==> src/design/kdp_pkg.sv <==
// Shared types, constants and helper functions for the key debounce and page refresh policy unit.
package kdp_pkg;

  // Field widths fixed by the port format.
  localparam int PORT_W     = 6;
  localparam int KEYS_W     = 5;
  localparam int TIME_W     = 32;
  localparam int DEB_W      = 16;
  localparam int LIMIT_W    = 8;
  localparam int TABLE_W    = 10;
  localparam int PAGE_W     = 3;
  localparam int CNT_W      = 32;
  localparam int CFG_IDX_W  = 2;
  localparam int CFG_DATA_W = 16;

  // Number of sample bits that are keys; the other key-field bits only cause status refreshes.
  localparam int KEY_COUNT  = 5;
  localparam int CARD_BIT   = 5;
  localparam int PAGE_COUNT = 5;

  localparam logic [KEYS_W-1:0] KEY_MASK =
    (KEY_COUNT >= KEYS_W) ? {KEYS_W{1'b1}} : KEYS_W'((1 << KEY_COUNT) - 1);

  // Reset values.
  localparam logic [PORT_W-1:0]   PORT_IDLE    = {PORT_W{1'b1}};
  localparam logic [DEB_W-1:0]    DEBOUNCE_RST = DEB_W'(20);
  localparam logic [LIMIT_W-1:0]  LIMIT_RST    = LIMIT_W'(6);
  localparam logic [TABLE_W-1:0]  TABLE_RST    = TABLE_W'(585);

  typedef enum logic [1:0] {
    ACT_NONE   = 2'd0,
    ACT_FULL   = 2'd1,
    ACT_STATUS = 2'd2
  } action_t;

  typedef enum logic [1:0] {
    MODE_QUALITY = 2'd0,
    MODE_TEXT    = 2'd1,
    MODE_FAST    = 2'd2
  } mode_t;

  typedef enum logic [CFG_IDX_W-1:0] {
    CFG_ENABLE   = 2'd0,
    CFG_DEBOUNCE = 2'd1,
    CFG_BURST    = 2'd2,
    CFG_TABLE    = 2'd3
  } cfg_idx_t;

  typedef struct packed {
    logic               enable;
    logic [DEB_W-1:0]   debounce_ms;
    logic [LIMIT_W-1:0] fast_burst_limit;
    logic [TABLE_W-1:0] page_mode_table;
  } cfg_t;

  typedef struct packed {
    logic                kind;
    logic [PORT_W-1:0]   port_sample;
    logic [TIME_W-1:0]   now_ms;
    logic                irq_level_low;
  } in_beat_t;

  typedef struct packed {
    action_t            action;
    mode_t              draw_mode;
    logic [PAGE_W-1:0]  page;
    logic [KEYS_W-1:0]  keys_down;
    logic               card_present;
    logic               irq_low;
    logic [CNT_W-1:0]   full_count;
    logic [CNT_W-1:0]   partial_count;
  } res_t;

  // Index of the lowest set bit; only called with a nonzero vector.
  function automatic logic [PAGE_W-1:0] lowest_key(input logic [KEYS_W-1:0] pressed);
    logic [PAGE_W-1:0] k;
    k = PAGE_W'(KEYS_W);
    for (int i = KEYS_W - 1; i >= 0; i--) begin
      if (pressed[i]) begin
        k = PAGE_W'(i);
      end
    end
    return k;
  endfunction

  // Table lookup: pages without an entry and codes two and three all read as fast.
  function automatic mode_t table_mode(input logic [TABLE_W-1:0] tbl,
                                       input logic [PAGE_W-1:0] page);
    logic [1:0] code;
    code = 2'(MODE_FAST);
    for (int p = 0; p < PAGE_COUNT; p++) begin
      if (page == PAGE_W'(p)) begin
        code = tbl[2*p +: 2];
      end
    end
    return code[1] ? MODE_FAST : mode_t'(code);
  endfunction

endpackage

==> src/design/kdp_if.sv <==
// Valid/ready channel interfaces for poll beats and result beats.
interface kdp_in_if;
  logic                          valid;
  logic                          ready;
  logic                          kind;
  logic [kdp_pkg::PORT_W-1:0]    port_sample;
  logic [kdp_pkg::TIME_W-1:0]    now_ms;
  logic                          irq_level_low;

  modport source (output valid, kind, port_sample, now_ms, irq_level_low, input ready);
  modport sink   (input valid, kind, port_sample, now_ms, irq_level_low, output ready);
endinterface

interface kdp_out_if;
  logic                        valid;
  logic                        ready;
  logic [1:0]                  action;
  logic [1:0]                  draw_mode;
  logic [kdp_pkg::PAGE_W-1:0]  page;
  logic [kdp_pkg::KEYS_W-1:0]  keys_down;
  logic                        card_present;
  logic                        irq_low;
  logic [kdp_pkg::CNT_W-1:0]   full_count;
  logic [kdp_pkg::CNT_W-1:0]   partial_count;

  modport source (output valid, action, draw_mode, page, keys_down, card_present,
                  irq_low, full_count, partial_count, input ready);
  modport sink   (input valid, action, draw_mode, page, keys_down, card_present,
                  irq_low, full_count, partial_count, output ready);
endinterface

==> src/design/kdp_cfg.sv <==
// Configuration register file with a plain write port.
module kdp_cfg (
  input  logic                             clk,
  input  logic                             rst_n,
  input  logic                             cfg_we,
  input  logic [kdp_pkg::CFG_IDX_W-1:0]    cfg_index,
  input  logic [kdp_pkg::CFG_DATA_W-1:0]   cfg_wdata,
  output kdp_pkg::cfg_t                    cfg
);

  kdp_pkg::cfg_t cfg_r;
  kdp_pkg::cfg_t cfg_nxt;

  // Decode the register index and update the addressed field.
  always_comb begin
    cfg_nxt = cfg_r;
    if (cfg_we) begin
      case (cfg_index)
        kdp_pkg::CFG_ENABLE:   cfg_nxt.enable = cfg_wdata[0];
        kdp_pkg::CFG_DEBOUNCE: cfg_nxt.debounce_ms = cfg_wdata[kdp_pkg::DEB_W-1:0];
        kdp_pkg::CFG_BURST:    cfg_nxt.fast_burst_limit = cfg_wdata[kdp_pkg::LIMIT_W-1:0];
        kdp_pkg::CFG_TABLE:    cfg_nxt.page_mode_table = cfg_wdata[kdp_pkg::TABLE_W-1:0];
        default:               cfg_nxt = cfg_r;
      endcase
    end
  end

  always_ff @(posedge clk) begin
    if (!rst_n) begin
      cfg_r.enable           <= 1'b1;
      cfg_r.debounce_ms      <= kdp_pkg::DEBOUNCE_RST;
      cfg_r.fast_burst_limit <= kdp_pkg::LIMIT_RST;
      cfg_r.page_mode_table  <= kdp_pkg::TABLE_RST;
    end else begin
      cfg_r <= cfg_nxt;
    end
  end

  assign cfg = cfg_r;

endmodule

==> src/design/kdp_in_stage.sv <==
// Input register that holds one poll beat until the policy stage takes it.
module kdp_in_stage (
  input  logic                 clk,
  input  logic                 rst_n,
  input  logic                 in_valid,
  output logic                 in_ready,
  input  kdp_pkg::in_beat_t    in_data,
  input  logic                 advance,
  output logic                 hold_valid,
  output kdp_pkg::in_beat_t    hold_data
);

  logic              valid_r;
  logic              valid_nxt;
  kdp_pkg::in_beat_t data_r;

  // The register may refill whenever it is empty or its beat moves on this cycle.
  assign in_ready  = !valid_r || advance;
  assign valid_nxt = in_ready ? in_valid : valid_r;

  always_ff @(posedge clk) begin
    if (!rst_n) begin
      valid_r <= 1'b0;
    end else begin
      valid_r <= valid_nxt;
    end
  end

  // Payload needs no reset.
  always_ff @(posedge clk) begin
    if (in_valid && in_ready) begin
      data_r <= in_data;
    end
  end

  assign hold_valid = valid_r;
  assign hold_data  = data_r;

endmodule

==> src/design/kdp_policy.sv <==
// Debounce state, refresh policy and the registered result beat.
module kdp_policy (
  input  logic                 clk,
  input  logic                 rst_n,
  input  kdp_pkg::cfg_t        cfg,
  input  logic                 item_valid,
  input  kdp_pkg::in_beat_t    item,
  output logic                 advance,
  output logic                 out_valid,
  input  logic                 out_ready,
  output kdp_pkg::res_t        res
);

  logic [kdp_pkg::PORT_W-1:0]   last_sample_r, last_sample_nxt;
  logic [kdp_pkg::TIME_W-1:0]   change_time_r, change_time_nxt;
  logic [kdp_pkg::PORT_W-1:0]   accepted_port_r, accepted_port_nxt;
  logic                         accepted_irq_r, accepted_irq_nxt;
  logic [kdp_pkg::PAGE_W-1:0]   page_r, page_nxt;
  logic [kdp_pkg::LIMIT_W-1:0]  fast_streak_r, fast_streak_nxt;
  logic [kdp_pkg::CNT_W-1:0]    full_r, full_nxt;
  logic [kdp_pkg::CNT_W-1:0]    partial_r, partial_nxt;
  logic                         out_valid_r, out_valid_nxt;
  kdp_pkg::res_t                res_r, res_nxt;

  logic                         fire;
  logic [kdp_pkg::TIME_W-1:0]   elapsed;
  logic [kdp_pkg::KEYS_W-1:0]   pressed;
  logic                         do_full;
  logic                         pin_quality;
  kdp_pkg::action_t             action;
  kdp_pkg::mode_t               mode;

  // A beat moves into the result register when that register is free or being emptied.
  assign advance = !out_valid_r || out_ready;
  assign fire    = item_valid && advance;

  // Wrapping time since the last sample change, and keys that are down now but were up.
  assign elapsed = item.now_ms - change_time_r;
  assign pressed = ~item.port_sample[kdp_pkg::KEYS_W-1:0]
                   & accepted_port_r[kdp_pkg::KEYS_W-1:0] & kdp_pkg::KEY_MASK;

  // Debounce and acceptance decision for one poll.
  always_comb begin
    last_sample_nxt   = last_sample_r;
    change_time_nxt   = change_time_r;
    accepted_port_nxt = accepted_port_r;
    accepted_irq_nxt  = accepted_irq_r;
    page_nxt          = page_r;
    fast_streak_nxt   = fast_streak_r;
    full_nxt          = full_r;
    partial_nxt       = partial_r;
    action            = kdp_pkg::ACT_NONE;
    mode              = kdp_pkg::MODE_QUALITY;
    do_full           = 1'b0;
    pin_quality       = 1'b0;

    if (fire && cfg.enable) begin
      if (item.kind) begin
        last_sample_nxt   = item.port_sample;
        accepted_port_nxt = item.port_sample;
        accepted_irq_nxt  = item.irq_level_low;
        do_full           = 1'b1;
        pin_quality       = 1'b1;
      end else if (item.port_sample != last_sample_r) begin
        last_sample_nxt = item.port_sample;
        change_time_nxt = item.now_ms;
      end else if (item.port_sample != accepted_port_r &&
                   elapsed >= kdp_pkg::TIME_W'(cfg.debounce_ms)) begin
        accepted_port_nxt = item.port_sample;
        accepted_irq_nxt  = item.irq_level_low;
        if (|pressed) begin
          page_nxt = kdp_pkg::lowest_key(pressed);
          do_full  = 1'b1;
        end else begin
          partial_nxt = partial_r + kdp_pkg::CNT_W'(1);
          action      = kdp_pkg::ACT_STATUS;
          mode        = kdp_pkg::MODE_FAST;
        end
      end
    end

    // Full refresh: table mode, forced to quality by a start or a long streak of non-quality modes.
    if (do_full) begin
      action   = kdp_pkg::ACT_FULL;
      full_nxt = full_r + kdp_pkg::CNT_W'(1);
      mode     = kdp_pkg::table_mode(cfg.page_mode_table, page_nxt);
      if (pin_quality || fast_streak_r >= cfg.fast_burst_limit) begin
        mode = kdp_pkg::MODE_QUALITY;
      end
      if (mode == kdp_pkg::MODE_QUALITY) begin
        fast_streak_nxt = '0;
      end else begin
        fast_streak_nxt = fast_streak_r + kdp_pkg::LIMIT_W'(1);
      end
    end
  end

  // Result beat as seen after this poll.
  always_comb begin
    res_nxt.action        = action;
    res_nxt.draw_mode     = mode;
    res_nxt.page          = page_nxt;
    res_nxt.keys_down     = ~accepted_port_nxt[kdp_pkg::KEYS_W-1:0] & kdp_pkg::KEY_MASK;
    res_nxt.card_present  = ~accepted_port_nxt[kdp_pkg::CARD_BIT];
    res_nxt.irq_low       = accepted_irq_nxt;
    res_nxt.full_count    = full_nxt;
    res_nxt.partial_count = partial_nxt;
  end

  // Result valid: set by a moving beat, cleared when the sink takes it.
  always_comb begin
    if (fire) begin
      out_valid_nxt = 1'b1;
    end else if (out_ready) begin
      out_valid_nxt = 1'b0;
    end else begin
      out_valid_nxt = out_valid_r;
    end
  end

  always_ff @(posedge clk) begin
    if (!rst_n) begin
      last_sample_r   <= kdp_pkg::PORT_IDLE;
      change_time_r   <= '0;
      accepted_port_r <= kdp_pkg::PORT_IDLE;
      accepted_irq_r  <= 1'b0;
      page_r          <= '0;
      fast_streak_r   <= '0;
      full_r          <= '0;
      partial_r       <= '0;
      out_valid_r     <= 1'b0;
    end else begin
      last_sample_r   <= last_sample_nxt;
      change_time_r   <= change_time_nxt;
      accepted_port_r <= accepted_port_nxt;
      accepted_irq_r  <= accepted_irq_nxt;
      page_r          <= page_nxt;
      fast_streak_r   <= fast_streak_nxt;
      full_r          <= full_nxt;
      partial_r       <= partial_nxt;
      out_valid_r     <= out_valid_nxt;
    end
  end

  // Result payload needs no reset.
  always_ff @(posedge clk) begin
    if (fire) begin
      res_r <= res_nxt;
    end
  end

  assign out_valid = out_valid_r;
  assign res       = res_r;

endmodule

==> src/design/key_debounce_page_refresh_policy_unit.sv <==
// Top level: key debounce and page refresh policy unit.
// A held poll moves into the result register when that register is free or emptied.
// Throughput: one poll per cycle unless a result waits; the input may then stall.
// The whole policy step is one pass of logic between the input and result registers.
// Reset (rst_n low, synchronous) empties both registers, restores the debounce state
// and the configuration defaults; no clearing pass is needed.
module key_debounce_page_refresh_policy_unit (
  input  logic                             clk,
  input  logic                             rst_n,
  input  logic                             cfg_we,
  input  logic [kdp_pkg::CFG_IDX_W-1:0]    cfg_index,
  input  logic [kdp_pkg::CFG_DATA_W-1:0]   cfg_wdata,
  kdp_in_if.sink                           in_ch,
  kdp_out_if.source                        out_ch
);

  kdp_pkg::cfg_t     cfg;
  kdp_pkg::in_beat_t in_data;
  kdp_pkg::in_beat_t hold_data;
  kdp_pkg::res_t     res;
  logic              hold_valid;
  logic              advance;

  // Gather the input beat fields.
  assign in_data.kind          = in_ch.kind;
  assign in_data.port_sample   = in_ch.port_sample;
  assign in_data.now_ms        = in_ch.now_ms;
  assign in_data.irq_level_low = in_ch.irq_level_low;

  kdp_cfg u_cfg (
    .clk       (clk),
    .rst_n     (rst_n),
    .cfg_we    (cfg_we),
    .cfg_index (cfg_index),
    .cfg_wdata (cfg_wdata),
    .cfg       (cfg)
  );

  kdp_in_stage u_in_stage (
    .clk        (clk),
    .rst_n      (rst_n),
    .in_valid   (in_ch.valid),
    .in_ready   (in_ch.ready),
    .in_data    (in_data),
    .advance    (advance),
    .hold_valid (hold_valid),
    .hold_data  (hold_data)
  );

  kdp_policy u_policy (
    .clk        (clk),
    .rst_n      (rst_n),
    .cfg        (cfg),
    .item_valid (hold_valid),
    .item       (hold_data),
    .advance    (advance),
    .out_valid  (out_ch.valid),
    .out_ready  (out_ch.ready),
    .res        (res)
  );

  // Spread the result beat onto the output channel.
  assign out_ch.action        = res.action;
  assign out_ch.draw_mode     = res.draw_mode;
  assign out_ch.page          = res.page;
  assign out_ch.keys_down     = res.keys_down;
  assign out_ch.card_present  = res.card_present;
  assign out_ch.irq_low       = res.irq_low;
  assign out_ch.full_count    = res.full_count;
  assign out_ch.partial_count = res.partial_count;

endmodule

==> src/flat_wrapper.sv <==
// flat-port wrapper written by rule: the top's interface ports become plain ports
module key_debounce_page_refresh_policy_unit_flat 
  (clk, rst_n, cfg_we, cfg_index, cfg_wdata, in_ch_valid, in_ch_kind, in_ch_port_sample, in_ch_now_ms, in_ch_irq_level_low, in_ch_ready, out_ch_valid, out_ch_action, out_ch_draw_mode, out_ch_page, out_ch_keys_down, out_ch_card_present, out_ch_irq_low, out_ch_full_count, out_ch_partial_count, out_ch_ready);
  kdp_in_if in_ch_i ();
  kdp_out_if out_ch_i ();
  input  logic clk;
  input  logic rst_n;
  input  logic cfg_we;
  input  logic [kdp_pkg::CFG_IDX_W-1:0] cfg_index;
  input  logic [kdp_pkg::CFG_DATA_W-1:0] cfg_wdata;
  input wire logic [$bits(in_ch_i.valid)-1:0] in_ch_valid;
  input wire logic [$bits(in_ch_i.kind)-1:0] in_ch_kind;
  input wire logic [$bits(in_ch_i.port_sample)-1:0] in_ch_port_sample;
  input wire logic [$bits(in_ch_i.now_ms)-1:0] in_ch_now_ms;
  input wire logic [$bits(in_ch_i.irq_level_low)-1:0] in_ch_irq_level_low;
  output wire logic [$bits(in_ch_i.ready)-1:0] in_ch_ready;
  output wire logic [$bits(out_ch_i.valid)-1:0] out_ch_valid;
  output wire logic [$bits(out_ch_i.action)-1:0] out_ch_action;
  output wire logic [$bits(out_ch_i.draw_mode)-1:0] out_ch_draw_mode;
  output wire logic [$bits(out_ch_i.page)-1:0] out_ch_page;
  output wire logic [$bits(out_ch_i.keys_down)-1:0] out_ch_keys_down;
  output wire logic [$bits(out_ch_i.card_present)-1:0] out_ch_card_present;
  output wire logic [$bits(out_ch_i.irq_low)-1:0] out_ch_irq_low;
  output wire logic [$bits(out_ch_i.full_count)-1:0] out_ch_full_count;
  output wire logic [$bits(out_ch_i.partial_count)-1:0] out_ch_partial_count;
  input wire logic [$bits(out_ch_i.ready)-1:0] out_ch_ready;
  assign in_ch_i.valid = in_ch_valid;
  assign in_ch_i.kind = in_ch_kind;
  assign in_ch_i.port_sample = in_ch_port_sample;
  assign in_ch_i.now_ms = in_ch_now_ms;
  assign in_ch_i.irq_level_low = in_ch_irq_level_low;
  assign in_ch_ready = in_ch_i.ready;
  assign out_ch_valid = out_ch_i.valid;
  assign out_ch_action = out_ch_i.action;
  assign out_ch_draw_mode = out_ch_i.draw_mode;
  assign out_ch_page = out_ch_i.page;
  assign out_ch_keys_down = out_ch_i.keys_down;
  assign out_ch_card_present = out_ch_i.card_present;
  assign out_ch_irq_low = out_ch_i.irq_low;
  assign out_ch_full_count = out_ch_i.full_count;
  assign out_ch_partial_count = out_ch_i.partial_count;
  assign out_ch_i.ready = out_ch_ready;
  key_debounce_page_refresh_policy_unit u_core (.clk(clk), .rst_n(rst_n), .cfg_we(cfg_we), .cfg_index(cfg_index), .cfg_wdata(cfg_wdata), .in_ch(in_ch_i), .out_ch(out_ch_i));
endmodule
==> config.mk <==
export PLATFORM = sky130hd
export DESIGN_NAME = key_debounce_page_refresh_policy_unit_flat
export DESIGN_NICKNAME = d
export VERILOG_FILES = /design/src/design/kdp_pkg.sv /design/src/design/kdp_if.sv /design/src/design/kdp_cfg.sv /design/src/design/kdp_in_stage.sv /design/src/design/kdp_policy.sv /design/src/design/key_debounce_page_refresh_policy_unit.sv /design/src/flat_wrapper.sv
export SDC_FILE = /design/constraint.sdc
export NUM_CORES = 1
export LEC_CHECK = 0
export ABC_AREA = 1
export BUFFER_PORTS_ARGS = -buffer_cell sky130_fd_sc_hd__buf_4
export CORE_MARGIN = 3
export CORE_UTILIZATION = 40
export DETAILED_ROUTE_END_ITERATION = 12
export HOLD_SLACK_MARGIN = 0.08
export PLACE_DENSITY = 0.68
export SLEW_MARGIN = 20
export SYNTH_ARGS = -nofsm -noshare
export SYNTH_HDL_FRONTEND = slang
export SYNTH_HIERARCHICAL = 1
export SYNTH_SLANG_ARGS = --single-unit
export TNS_END_PERCENT = 1
==> constraint.sdc <==
create_clock -name clk -period 4.1 [get_ports clk]
set_clock_uncertainty 0.1 [all_clocks]
set_input_delay 0.615 -clock clk [delete_from_list [all_inputs] [get_ports clk]]
set_output_delay 0.615 -clock clk [all_outputs]
set_load 0.01 [all_outputs]
# Word-level counts from Yosys, hierarchy flattened
# Cells that the tools add are included.
# op_classes
n_lt_le_gt_ge	2
n_addsub	4
reduce_logical	21
bitwise_logic	5
shifts	0
eq_ne	9
mul	0
div_mod_pow	0
n_mux	51
# op_table
cell	n
$mux W32	6
$add A32 B1 Y32 const B	2
$mux W6	6
$ge A32 B16 Y1	1
$sub A32 B32 Y32	1
$mux W2	15
$mux W3	9
$mux W1	14
$ne A6 B6 Y1	2
$not A5 Y5	2
$reduce_and A2 Y1	5
$add A8 B1 Y8 const B	1
$ge A8 B8 Y1	1
$mux W8	1
$eq A3 B2 Y1 const B	2
$and A5 B5 Y5	1
$reduce_or A5 Y1	1
$eq A2 B2 Y1 const B	2
$logic_and A1 B1 Y1	4
$logic_not A2 Y1	2
$reduce_bool A2 Y1	2
$eq A3 B1 Y1 const B	1
$eq A3 B3 Y1 const B	1
$logic_not A3 Y1	1
5 further kinds	9
# totals
register_bits	275
mem_bits_rw	0
in_bits	63
latchBits	0
mem_bits_ro	0
out_inout_bits	80
n_memories	0

# Longest topological paths before layout
# logic_depth
depth_word	24
ltp_mapped	37
mapped_depth_nobuf	37

# Modules after synthesis
# Netlist, hierarchy kept.
# modules_own_cells
mod	cells_per_inst	area_per_inst_um2	n_inst
kdp_policy	1626	11773.8	1
kdp_cfg	213	1471.4	1
kdp_in_stage	47	1252.5	1

# Worst setup path before layout
# Ideal clock, no wire load.
# synth_timing
path_kind	input to register
startpoint	input port out_ch_ready
endpoint	register u_core/u_policy/fast_streak_r[0] in the netlist's numbering
cell_stages	20
required_ns	3.936
arrival_time_ns	4.335
n_path_buf	0
setup_slack_ns	-0.400
cell_sequence	inv_1 nand2_1 nand2_1 inv_1 nand2_1 nor2_1 inv_1 nor2_1 nand4_1 nand2_1 nand2_4 inv_1 nand3_1 o21ai_1 nor2_1 nor2_1 nand3_1 nand3_1 nand2_2 nor2_1
# synth_via
elab_chain_cells	16
elab_cells_between_ends	23
# synth_lines
item	line_no	rtl
start, declared	flat_wrapper.sv:26	input wire logic [$bits(out_ch_i.ready)-1:0] out_ch_ready;
$logic_or A1 B1 Y1 *	kdp_policy.sv:34	assign advance = !out_valid_r || out_ready;
via u_core.advance	key_debounce_page_refresh_policy_unit.sv:22	logic advance;
$logic_and A1 B1 Y1 *	kdp_policy.sv:35	assign fire = item_valid && advance;
via u_core.u_policy.fire	kdp_policy.sv:25	logic fire;
$logic_and A1 B1 Y1 *	kdp_policy.sv:57	if (fire && cfg.enable) begin
$mux W3 *	kdp_policy.sv:57	
via u_core.u_policy.page_nxt, one bit	kdp_policy.sv:18	logic [kdp_pkg::PAGE_W-1:0] page_r, page_nxt;
$logic_not A3 Y1	kdp_pkg.sv:92	if (page == PAGE_W'(p)) begin
$mux W2 (4 in a row)	kdp_pkg.sv:92	
$mux W2 *	kdp_pkg.sv:92	
$mux W2 *	kdp_policy.sv:83	if (do_full) begin
$mux W2 *	kdp_pkg.sv:96	return code[1] ? MODE_FAST : mode_t'(code);
$mux W2 *	kdp_policy.sv:87	if (pin_quality || fast_streak_r >= cfg.fast_burst_limit) begin
$mux W2 *	kdp_policy.sv:83	
$logic_not A2 Y1 *	kdp_policy.sv:90	if (mode == kdp_pkg::MODE_QUALITY) begin
$mux W8 *	kdp_policy.sv:90	
end signal, assigned	kdp_policy.sv:138	fast_streak_r <= fast_streak_nxt;
end, declared	kdp_policy.sv:19	logic [kdp_pkg::LIMIT_W-1:0] fast_streak_r, fast_streak_nxt;
# The timed path passes the listed nets; every way through them passes the cells marked *. The select of a mux whose other input is x is not followed.
# A chain may end at the register's enable or synchronous reset.

# Final worst setup path
# layout_timing
startpoint	register u_core.u_in_stage.data_r, in the netlist u_core/u_in_stage/hold_data[2]
endpoint	register u_core/u_policy/fast_streak_r[7] in the netlist's numbering
# layout_via
elab_chain_cells	19
elab_cells_between_ends	27
# layout_lines
item	line_no	rtl
start, declared	kdp_in_stage.sv:15	kdp_pkg::in_beat_t data_r;
start signal, assigned	kdp_in_stage.sv:32	data_r <= in_data;
$sub A32 B32 Y32 *	kdp_policy.sv:38	assign elapsed = item.now_ms - change_time_r;
$ge A32 B16 Y1 *	kdp_policy.sv:68	elapsed >= kdp_pkg::TIME_W'(cfg.debounce_ms)) begin
$logic_and A1 B1 Y1 *	kdp_policy.sv:67	end else if (item.port_sample != accepted_port_r &&
$mux W3	kdp_policy.sv:67	
$mux W3	kdp_policy.sv:64	end else if (item.port_sample != last_sample_r) begin
$mux W3	kdp_policy.sv:58	if (item.kind) begin
$mux W3	kdp_policy.sv:57	
$logic_not A3 Y1	kdp_pkg.sv:92	
$mux W2 (5 in a row)	kdp_pkg.sv:92	
$mux W2	kdp_policy.sv:83	
$mux W2	kdp_pkg.sv:96	
$mux W2	kdp_policy.sv:87	
$mux W2	kdp_policy.sv:83	
$logic_not A2 Y1	kdp_policy.sv:90	
$mux W8	kdp_policy.sv:90	
# Mark *: on every way between the ends. The rest lies on a longest branch, timed or not. The select of a mux whose other input is x is not followed.

==> results.yml <==
timing:
  clock.fmax_mhz: 244
  relSlewSlack_pct: 27.5
  slew_viol_final: 0
  rsz0062_at_grt: "true"
  fin_crit_sh_pct: 100
  tns_ps: -11.0
  finalHoldViolCount: 0
  worst-slew-pin-transition_ps: 1090
  setup_slack_ps: -4.57
  setup_viol: 3
  min_period_ps: 4100
synthesis:
  syn_inst: 1886
  synth_top_family_by_area: "simple AND/OR/NAND/NOR gates"
  yosys_warnings: 6
  synthMuxAreaShare_pct: 0
  synth_compound_area_share_pct: 5.29
  synth_edf_count: 118
  ys_seq_elements: 275
  synthAdderAreaFrac_pct: 5.58
  yosys.area_share.simple_pct: 27.3
  async_flop_share_pct: 0
  synth_flop_cell: "dfxtp_1"
  yosys-top-cells-count: "488 x nand2_1, 368 x inv_1, 218 x nor2_1"
  syn_nets: 2013
  synth_largest_area_cell: "edfxtp_1"
  synthesis.area_um2: 14500
  netlist_top_cells_area: "edfxtp_1 24%, dfxtp_1 22%, nand2_1 13%, inv_1 9.5%, nor2_1 5.6%"
  synth_xor_xnor_area_share_pct: 4.69
  yosysMostFrequentCell: "nand2_1"
  synth_top_area_share_pct: 24.4
  syn_area_per_cell_um2: 7.69
  synth.distinct_cells: 44
  seq_area_frac_synth_pct: 46.1
global_routing:
  grt_pass1_wl_mm: 55.8
  gr-total-overflow: 0
  grt_max_degree: 82
  grt_pass1_vias: 11500
  grtUsageTotal_pct: 17.4
  antenna_found_initial: 0
drt:
  wl_per_cell_um: 13.5
  drc: 0
  wl_met2_mm: 16.7
  first_iter_violations: 575
  top_layer_used: "met4"
  met3_length_mm: 1.47
  wl_mm: 34.8
  ant_nets: 0
  vias: 12100
  wl_met1_mm: 15.9
  dr.pass1.iters: 5
  via_per_inst: 4.70
placement:
  dp_hpwl_mm: 26.1
  port_buffers: 142
  gp_congestion: 0.895
clocking:
  clock_latency_ps: 570
  clk_path_buf_depth: 3
  htree_levels: 1
  cts_tree: "yes"
  cts.sink_count: 275
  cts_buffers: 29
  cts-root-buf: "clkbuf_16"
  path_clk_slew_ps: 60
outcome:
  violations: "negative setup slack"
  status: "finished with violations"
finish:
  drive_above_1_share_pct: 19.5
  nets: 2222
  diodes: 0
  syn_to_final_growth_pct: 23.9
setup_path:
  path_class: "register to register"
  end_kind: "register"
  worst_path_max_delay_cell: "edfxtp_1"
  slowest_delay_ps: 410
  setup.worst_path.start_class: "register"
  arrival_ps: 4460
  path_max_fanout: 14
  cp_common_cell: "nand2_1"
  required_ps: 4460
power:
  p_per_area_nw_per_um2: 371
  max-vdd-ir-drop_v: 0.000274
  p_leak_nw: 8.23
  power_mw: 6.67
die:
  rows: 69
  die-area_um2: 38600
  die_x_um: 196
  ioPinCount: 143
  fp.dieH_um: 196
  start_util_pct: 40.7
  core-area_um2: 35700
worst_hold_path:
  hold_class: "input port to register"
flow_run:
  maxCapViolCount: 0
## final cells by class
type / count / area, µm²
clock buffers: 36 / 792
repair buffers: 211 / 1580
inverters: 379 / 1430
well taps: 461 / 577
multi-input cells: 1199 / 6720
clock inverters: 17 / 179
fillers: 3411 / 17700
flip-flops and latches: 275 / 6690
## final timing paths
kind | startpoint | to | slack [ps] | cells after the start
setup reg to reg | u_core/u_in_stage/hold_data[2]$_DFFE_PP_ | u_core/u_policy/fast_streak_r[7]$_SDFFE_PN0P_ | -5 | 30
hold reg to reg | u_core/u_policy/change_time_r[21]$_SDFFE_PN0P_ | u_core/u_policy/change_time_r[21]$_SDFFE_PN0P_ | 350 | 2
hold / removal | in_ch_now_ms[6] | u_core/u_in_stage/hold_data[7]$_DFFE_PP_ | 120 | 1
setup / recovery | u_core/u_in_stage/hold_data[2]$_DFFE_PP_ | u_core/u_policy/fast_streak_r[7]$_SDFFE_PN0P_ | -5 | 30
## kinds of logic after synthesis
group / after synthesis
AND/OR/NAND/NOR: 914
XOR/XNOR: 76
adder cells (fa/ha/maj): 64
buffers and inverters: 412
AO/OA/AOI/OAI: 145
flip-flops: 275
## critical path: cells and delay by family, from the launching register on
| family | cells | cell delay (ps) |
|---|---|---|
| buffers and inverters | 3 | 470 |
| xor gates and xnor gates | 2 | 320 |
| DFF | 1 | 410 |
| adders and majority gates | 2 | 650 |
| AOI/OAI and AO/OA | 2 | 230 |
| and+or+nand+nor | 21 | 1820 |
## placed cells by master (no fill, tap or decap), types with 10 or more instances in the layout
cell type and n:
xnor2_1 11, dfxtp_1 156, nand3_1 56, nor2_1 204, nor3_1 31, nand2_4 10, ha_1 49, xor2_1 57
nor4_1 15, nor2_4 10, nor2_2 18, inv_1 360, edfxtp_1 118, nand4_1 41, nand2_2 34, inv_2 15
nand2_1 459, ha_4 14, nand3_2 14, clkbuf_16 29, o21ai_0 46, buf_4 211, a21oi_1 71
## flip-flops by register name (all words and copies together), names as in the netlist
name / cells
u_core/u_cfg/cfg: 35
u_core/u_in_stage/hold_data: 40
u_core/u_in_stage/hold_valid: 1
u_core/u_policy/accepted_irq_r: 1
u_core/u_policy/accepted_port_r: 6
u_core/u_policy/change_time_r: 32
u_core/u_policy/fast_streak_r: 8
u_core/u_policy/full_r: 32
u_core/u_policy/last_sample_r: 6
u_core/u_policy/out_valid: 1
u_core/u_policy/page_r: 3
u_core/u_policy/partial_r: 32
u_core/u_policy/res: 78
## stage by stage
step           hold slack, ps  cell area [µm²]  cells  setup slack, ps  util (%)
2_1_floorplan             329            14500   1886              253         -
3_3_place_gp              343            16400   2514            -14.9      46.1
3_5_place_dp              353            16400   2514             -117      46.1
4_1_cts                  88.7            17600   2567            -1.35      49.3
5_1_grt                  91.9            18000   2578             -289      50.4
6_report                  119            18000   2578            -4.57      50.4
## power by group
| group | switching [mW] | leakage (nW) | internal, mW |
|---|---|---|---|
| combinational | 0.595 | 5.36 | 0.407 |
| sequential | 0.0524 | 2.39 | 2.96 |
| clock | 1.09 | 0.476 | 1.56 |
| total | 1.74 | 8.23 | 4.93 |
## timing repair
action	CTS	global route
gates resized for setup	26	84
setup endpoints to repair	25	107
hold buffers	0	0
buffers inserted	0	11
pin swaps	9	39
## routing by layer
layer / vias to the layer above / track usage, %
li1: 6305 / -
met1: 5544 / 22.7
met2: 222 / 30.5
met3: 45 / 2.60
met4: 0 / 3.99
met5: - / 0
No activity file was read; power rests on OpenSTA's default activity.
